`config.mk`:
```
export PLATFORM = sky130hd
export DESIGN_NAME = linear_probe_hash_table_unit
export DESIGN_NICKNAME = d
export VERILOG_FILES = /design/src/design/lpht_pkg.sv /design/src/design/linear_probe_hash_table_unit.sv /design/src/design/lpht_ram.sv /design/src/design/lpht_mod.sv
export VERILOG_INCLUDE_DIRS = /design/src /design/src/design
export SDC_FILE = /design/constraint.sdc
export NUM_CORES = 1
export LEC_CHECK = 0
export ABC_AREA = 0
export BUFFER_PORTS_ARGS = -buffer_cell sky130_fd_sc_hd__buf_4
export CORE_ASPECT_RATIO = 2
export CORE_UTILIZATION = 45
export DETAILED_ROUTE_END_ITERATION = 10
export PLACE_DENSITY = 0.67
export SLEW_MARGIN = 20
export SYNTH_ARGS = -nofsm -noshare
export SYNTH_HDL_FRONTEND = slang
export SYNTH_SLANG_ARGS = --single-unit
```
`constraint.sdc`:
```
create_clock -name clk -period 5.29 [get_ports clk]
set_input_delay 0.2645 -clock clk [delete_from_list [all_inputs] [get_ports clk]]
set_output_delay 0.2645 -clock clk [all_outputs]
set_load 0.01 [all_outputs]
```
`src/design/assert_macros.svh`:
```
// assertion macros used by the hash table top level
`ifndef ASSERT_MACROS_SVH
`define ASSERT_MACROS_SVH
`ifndef SYNTHESIS
// expr must hold at every clock edge outside reset
`define LPHT_ASSERT(label, clk, rst, expr) \
  label: assert property (@(posedge clk) disable iff (rst) (expr)) \
    else $error("lpht assertion failed");
// cons must hold in every cycle in which ante holds
`define LPHT_ASSERT_IMP(label, clk, rst, ante, cons) \
  label: assert property (@(posedge clk) disable iff (rst) (ante) |-> (cons)) \
    else $error("lpht implication failed");
`else
`define LPHT_ASSERT(label, clk, rst, expr)
`define LPHT_ASSERT_IMP(label, clk, rst, ante, cons)
`endif
`endif

```
`src/design/lpht_pkg.sv`:
```
// shared types and codes of the linear probe hash table
package lpht_pkg;

  localparam logic OP_INSERT = 1'b0;
  localparam logic OP_DELETE = 1'b1;

  typedef enum logic [2:0] {
    ST_INSERTED  = 3'd0,
    ST_FULL      = 3'd1,
    ST_DELETED   = 3'd2,
    ST_NOT_FOUND = 3'd3,
    ST_EMPTY     = 3'd4
  } status_t;

endpackage

```
`src/design/linear_probe_hash_table_unit.sv`:
```
// top level of the linear probe hash table
// An open-addressing hash table of TABLE_SIZE slots, all empty after reset. A request is
// taken when start is high and busy is low; opcode selects insert or delete of value.
// Each request gives one result on status, slot and occupancy for the single cycle in
// which done is high; the receiver cannot stall it, and a new request may be taken in
// that same cycle. An insert into a full table or a delete from an empty one answers in
// the cycle after the request. Otherwise the home slot (value modulo TABLE_SIZE) comes
// from a reciprocal multiply unit, then the probe visits one slot a cycle. Insert probes
// the flip-flop valid marks; delete reads the value ram, one read per cycle, and compares
// the registered data in the following cycle. Duplicate values are stored in separate slots.
`include "assert_macros.svh"

module linear_probe_hash_table_unit #(
  parameter int TABLE_SIZE = 16
) (
  input  logic                                clk,
  input  logic                                rst,
  input  logic                                start,
  output logic                                busy,
  input  logic                                opcode,
  input  logic [31:0]                         value,
  output logic                                done,
  output lpht_pkg::status_t                   status,
  output logic [$clog2(TABLE_SIZE)-1:0]       slot,
  output logic [$clog2(TABLE_SIZE+1)-1:0]     occupancy
);

  localparam int SLOT_W = $clog2(TABLE_SIZE);
  localparam int CNT_W  = $clog2(TABLE_SIZE + 1);

  typedef enum logic [1:0] {S_IDLE, S_HASH, S_INS, S_DEL} state_t;

  state_t            state;
  logic              op_q;
  logic [31:0]       value_q;
  logic [TABLE_SIZE-1:0] valid;
  logic [CNT_W-1:0]  count;
  logic [SLOT_W-1:0] idx;
  logic [SLOT_W-1:0] cur;
  logic [CNT_W-1:0]  probes;

  logic              accept;
  logic              early;
  logic              hash_go;
  logic              home_done;
  logic [SLOT_W-1:0] home;
  logic [SLOT_W:0]   idx_sum;
  logic [SLOT_W:0]   home_sum;
  logic [SLOT_W-1:0] idx_inc;
  logic [SLOT_W-1:0] home_inc;
  logic              ram_we;
  logic [SLOT_W-1:0] raddr;
  logic [31:0]       rdata;
  logic              match;

  assign busy    = (state != S_IDLE);
  assign accept  = start && (state == S_IDLE);
  assign early   = ((opcode == lpht_pkg::OP_INSERT) && (count == CNT_W'(TABLE_SIZE))) ||
                   ((opcode == lpht_pkg::OP_DELETE) && (count == '0));
  assign hash_go = accept && !early;

  lpht_mod #(
    .DIVISOR (TABLE_SIZE),
    .WIDTH   (32)
  ) u_mod (
    .clk      (clk),
    .rst      (rst),
    .start    (hash_go),
    .dividend (value),
    .done     (home_done),
    .rem_out  (home)
  );

  // next slot with wrap
  assign idx_sum  = {1'b0, idx} + (SLOT_W+1)'(1);
  assign home_sum = {1'b0, home} + (SLOT_W+1)'(1);
  assign idx_inc  = (idx_sum == (SLOT_W+1)'(TABLE_SIZE)) ? '0 : idx_sum[SLOT_W-1:0];
  assign home_inc = (home_sum == (SLOT_W+1)'(TABLE_SIZE)) ? '0 : home_sum[SLOT_W-1:0];

  assign ram_we = (state == S_INS) && !valid[idx];
  assign raddr  = (state == S_HASH) ? home : idx;
  // rdata belongs to cur, read in the previous cycle
  assign match  = valid[cur] && (rdata == value_q);

  lpht_ram #(
    .WIDTH (32),
    .DEPTH (TABLE_SIZE)
  ) u_ram (
    .clk   (clk),
    .we    (ram_we),
    .waddr (idx),
    .wdata (value_q),
    .raddr (raddr),
    .rdata (rdata)
  );

  always_ff @(posedge clk) begin
    if (rst) begin
      state <= S_IDLE;
      done  <= 1'b0;
      count <= '0;
      valid <= '0;
    end else begin
      done <= 1'b0;
      case (state)
        S_IDLE: begin
          if (start) begin
            op_q    <= opcode;
            value_q <= value;
            if (early) begin
              done      <= 1'b1;
              status    <= (opcode == lpht_pkg::OP_INSERT) ? lpht_pkg::ST_FULL
                                                           : lpht_pkg::ST_EMPTY;
              slot      <= '0;
              occupancy <= count;
            end else begin
              state <= S_HASH;
            end
          end
        end
        S_HASH: begin
          if (home_done) begin
            if (op_q == lpht_pkg::OP_INSERT) begin
              idx   <= home;
              state <= S_INS;
            end else begin
              cur    <= home;
              idx    <= home_inc;
              probes <= '0;
              state  <= S_DEL;
            end
          end
        end
        S_INS: begin
          // a free slot exists since the table was not full
          if (!valid[idx]) begin
            valid[idx] <= 1'b1;
            count      <= count + CNT_W'(1);
            done       <= 1'b1;
            status     <= lpht_pkg::ST_INSERTED;
            slot       <= idx;
            occupancy  <= count + CNT_W'(1);
            state      <= S_IDLE;
          end else begin
            idx <= idx_inc;
          end
        end
        S_DEL: begin
          if (match) begin
            valid[cur] <= 1'b0;
            count      <= count - CNT_W'(1);
            done       <= 1'b1;
            status     <= lpht_pkg::ST_DELETED;
            slot       <= cur;
            occupancy  <= count - CNT_W'(1);
            state      <= S_IDLE;
          end else if (probes == CNT_W'(TABLE_SIZE - 1)) begin
            done      <= 1'b1;
            status    <= lpht_pkg::ST_NOT_FOUND;
            slot      <= '0;
            occupancy <= count;
            state     <= S_IDLE;
          end else begin
            cur    <= idx;
            idx    <= idx_inc;
            probes <= probes + CNT_W'(1);
          end
        end
        default: begin
          state <= S_IDLE;
        end
      endcase
    end
  end

  `LPHT_ASSERT(a_count_matches_valid, clk, rst, $countones(valid) == count)
  `LPHT_ASSERT_IMP(a_done_not_busy, clk, rst, done, !busy)
  `LPHT_ASSERT_IMP(a_insert_marks, clk, rst, done && (status == lpht_pkg::ST_INSERTED), valid[slot])
  `LPHT_ASSERT_IMP(a_delete_clears, clk, rst, done && (status == lpht_pkg::ST_DELETED), !valid[slot])

endmodule

```
`src/design/lpht_ram.sv`:
```
// generic single-write single-read ram with registered read data
module lpht_ram #(
  parameter int WIDTH = 32,
  parameter int DEPTH = 16
) (
  input  logic                     clk,
  input  logic                     we,
  input  logic [$clog2(DEPTH)-1:0] waddr,
  input  logic [WIDTH-1:0]         wdata,
  input  logic [$clog2(DEPTH)-1:0] raddr,
  output logic [WIDTH-1:0]         rdata
);

  logic [WIDTH-1:0] mem [DEPTH];

  always_ff @(posedge clk) begin
    if (we) begin
      mem[waddr] <= wdata;
    end
    rdata <= mem[raddr];
  end

endmodule

```
`src/design/lpht_mod.sv`:
```
// remainder unit: value modulo DIVISOR by reciprocal multiplication
module lpht_mod #(
  parameter int DIVISOR = 16,
  parameter int WIDTH   = 32
) (
  input  logic                       clk,
  input  logic                       rst,
  input  logic                       start,
  input  logic [WIDTH-1:0]           dividend,
  output logic                       done,
  output logic [$clog2(DIVISOR)-1:0] rem_out
);

  localparam int REM_W = $clog2(DIVISOR);
  // ceil(2^(WIDTH+REM_W) / DIVISOR) gives the exact quotient for every dividend
  localparam longint unsigned MAGIC_L =
    ((64'd1 << (WIDTH + REM_W)) + 64'(DIVISOR) - 64'd1) / 64'(DIVISOR);
  localparam logic [WIDTH:0]   MAGIC  = (WIDTH+1)'(MAGIC_L);
  localparam logic [REM_W-1:0] DIV_LO = REM_W'(DIVISOR);

  logic [WIDTH-1:0] operand;
  logic [REM_W-1:0] quot_lo;
  logic             product_valid;
  logic [2*WIDTH:0] product;

  assign product = {{(WIDTH+1){1'b0}}, operand} * {{WIDTH{1'b0}}, MAGIC};
  // the remainder fits in REM_W bits, so only the low quotient bits matter
  assign rem_out = operand[REM_W-1:0] - quot_lo * DIV_LO;

  always_ff @(posedge clk) begin
    if (rst) begin
      product_valid <= 1'b0;
      done          <= 1'b0;
    end else begin
      product_valid <= start;
      done          <= product_valid;
    end
    if (start) begin
      operand <= dividend;
    end
    if (product_valid) begin
      quot_lo <= product[WIDTH+REM_W +: REM_W];
    end
  end

endmodule
```
==> results.md <==
* Status: complete, no violations
* Leakage at 9.039 nW
* DRC viols at 0
* Num ports at 50
* Die X at 167.3 um
* R2r setup slk at 1.55 ns
* Mapped Nets at ~1300
* Vias post-DR at 12570
* CP Launch Type: flop
* DP HPWL at ~33000 um
* Clock Path Buffers at 3
* Core area at ~54000 um^2
* Pre-CTS setup slack at 1.566 ns
* Critical Path Slowest Stage Cell: edfxtp_1
* Post-CTS Setup Bufs at 0
* Period utilization at 0.7073
* Cell Area, Synth at ~25000 um^2
* ANT nets after route at 0
* Synthesized instance count at 1291
* Clk slew on worst S/H paths at ~0.070 ns
* CTS tree: done
* Initial antenna violation count at 0
* Relative slew slack at 0.3381
* Top delay family on crit path: simple AND/OR/NAND/NOR gates
* Post-route minimum period at 3.742 ns
* Final Worst Setup Slack at 1.548 ns
* Worst Hold Class: primary input to flop
* Unrepaired setup endpoints after global routing: no
* DR iter-0 viols at 1089
* Inserted Diodes at 0
* Port-buffer cells at 49
* Gr ovfl total at 0
* GRT Util Overall at 0.2066
* Crit end category: flop
* Worst-Margin Slew at 0.9904 ns
* Maximum number of pins on one net before global-route repair at 71
* Setup violations, final at 0
* Clk root buf: clkbuf_16
* Synthesized flop and latch total at 632
* Clk_lat worst skew at 0.59 ns
* Die height at about 330 um
* Final-stage net count at 1441
* Power density cells at 353.7 nW/um^2
* Clk sinks at 632
* Max VDD drop at ~320 uV
* DR WL/cell at between 20 and 30 um
* Worst Path Required at roughly 5.7 ns
* WP data arrival at 4.18 ns
* Max_cap viols at 0
* Synth cell types at 43
* Hold Vio Cnt, Final at 0
* Max Clock Skew at 0.01923 ns
* P&R area growth vs syn at 13.30%
* Worst-path fanout max at 18
* Die Area at 55670 um^2
* Crit path largest cell delay at between 0.7 and 0.8 ns
* Fin Setup TNS at 0 ns
* Post-Route WL at between 50000 and 60000 um
* CP Class: flop to flop
* Worst path bufs/invs at 1
* Internal power at 7.788 mW
* Site Rows at 120
* Psw at roughly 2.1 mW
* Syn. warnings at 0
* Fmax at 267.3 MHz
* Initial Utilization at 0.4577
* Avg Cell Area, Syn at 19.06 um^2
* Sequential share of the synthesized area at 0.7478
* Fin. max-slew vios at 0
* Total CTS buffers at 50
* Sw frac at 0.2101
* Via/cell ratio at 5.965
* Register share of total power at 0.566
* Drt first pass iters at 5
* GP Congestion at 0.8545
* Combinational power share at 0.051
* Crit-path cells: xor2_1, nor4_1, nand4_1, nor3_2, buf_4, and2_1, o311ai_0
* First-pass GRT wire length at 84170 um
* Vias in the first global route at ~13000
* H-tree lvl count at 2
* Clk network pwr share at 0.383
* Total power at 9.859 mW
* Post-CTS sizing at 0
* Hold_buf cts at 36
* Layout cells sized above 1 at 0.2284
-- cell usage in the layout (no fill, tap or decap), types with 6 or more instances in the layout --
cell type      synthesis  final
and2_1                49     37
edfxtp_1             574    574
inv_1                 13     13
dfxtp_1               58     58
o21ai_0               19     19
buf_4                  7     84
nor2_1                21     21
nor4_1                10     10
dlygate4sd3_1          0     36
ha_1                   9      9
a21oi_1               14     14
nor3_1                 8      7
a211oi_1              33     33
nand2_1               90     90
clkbuf_8               0      6
mux2i_1               16     12
clkbuf_1              37     12
mux4_2               133    133
clkbuf_16              0     51
xor2_1                38     38
clkinv_2               0     10
a32o_1                 8      8
nand3_1               16     16
nand4_1               13     13
nor2b_1               14     14
and2_2                 0     11
a31oi_1               42     42
-- registers in the layout (all words and copies together), names as in the netlist, 2 cells and up --
register,cells
occupancy,5
u_ram.mem,512
cur,4
slot,4
u_mod.operand,4
status,3
count,5
valid,16
value_q,32
u_ram.rdata,32
state,2
probes,5
idx,4
-- power groups by stage --
stage	sequential (mW)	combinational [mW]	clock, mW
after floorplan	5.65	0.330	0
after global routing	5.58	0.539	3.98
final	5.58	0.502	3.78
after detailed placement	5.69	0.489	0
after global placement	5.68	0.486	0
after CTS	5.58	0.513	3.83
-- logic make-up after synthesis --
logic type	synth area share
and+or+nand+nor	0.04846
adders and majority gates	0.004577
xor gates and xnor gates	0.01460
AOI/OAI and AO/OA	0.03753
buffers and inverters	0.01744
muxes	0.1296
DFF	0.7478
-- Yosys cell counts --
library cell,number,share of area
edfxtp_1,574,0.70
mux4_2,133,0.12
nand2_1,90,0.014
dfxtp_1,58,0.047
and2_1,49,0.012
a31oi_1,42,0.011
xor2_1,38,0.014
clkbuf_1,37,0.0056
a211oi_1,33,0.010
nor2_1,21,0.0032
buf_2,19,0.0039
o21ai_0,19,0.0039
mux2i_1,16,0.0065
nand3_1,16,0.0033
a21oi_1,14,0.0028
nor2b_1,14,0.0036
inv_1,13,0.0020
nand4_1,13,0.0033
nor4_1,10,0.0025
and3_1,9,0.0023
ha_1,9,0.0046
a32o_1,8,0.0033
buf_6,8,0.0037
nor3_1,8,0.0016
buf_4,7,0.0021
o311ai_0,4,0.0014
mux2_2,3,0.0014
nor3b_1,3,0.00092
xnor2_1,3,0.0011
a2111oi_1,2,0.00081
a211o_1,2,0.00071
a22oi_1,2,0.00061
a311oi_1,2,0.00071
a31o_2,2,0.00071
o31ai_1,2,0.00061
buf_1,1,0.00015
nor4b_4,1,0.00097
o2111ai_1,1,0.00036
o211ai_1,1,0.00031
o21a_1,1,0.00031
o22ai_1,1,0.00025
or2_1,1,0.00025
or2_4,1,0.00036
-- final timing paths --
kind / startpoint / to / depth (start not counted)
setup / recovery: value_q[7]$_DFFE_PP_ / count[3]$_SDFFE_PP0P_ / 7
hold / removal: value[5] / value_q[5]$_DFFE_PP_ / 2
hold reg to reg: u_mod.product_valid$_SDFF_PP0_ / u_mod.done$_SDFF_PP0_ / 1
setup reg to reg: value_q[7]$_DFFE_PP_ / count[3]$_SDFFE_PP0P_ / 7
-- per-stage QoR --
stage	hold slack (ns)	util	cells	instance area [um^2]
2_1_floorplan	0.3634	-	1291	24600
3_3_place_gp	0.4299	0.4815	1979	25880
4_1_cts	0.3749	0.5186	2107	27880
5_1_grt	0.3873	0.5186	2107	27880
6_report	0.3954	0.5186	2107	27880
3_5_place_dp	0.4384	0.4816	1979	25880
-- cell type report --
type                       count  area (um^2)
tap                          671        839.6
multi-input combinational    574         5868
fill                        4209        25880
inverter                      13        48.80
timing repair buffer         125         1091
clock buffer                  69         1404
clock inverter                23        226.5
sequential                   632        18400
-- per-layer routing --
| layer | track usage | vias to the layer above | wire [um] |
|---|---|---|---|
| met2 | 0.3826 | 419 | 31200 |
| li1 | - | 5407 | - |
| met5 | 0 | - | 0 |
| met3 | 0.02106 | 128 | 2503 |
| met4 | 0.08569 | 0 | 2043 |
| met1 | 0.2421 | 6614 | 20660 |
Power figures use the tool's default switching activity.
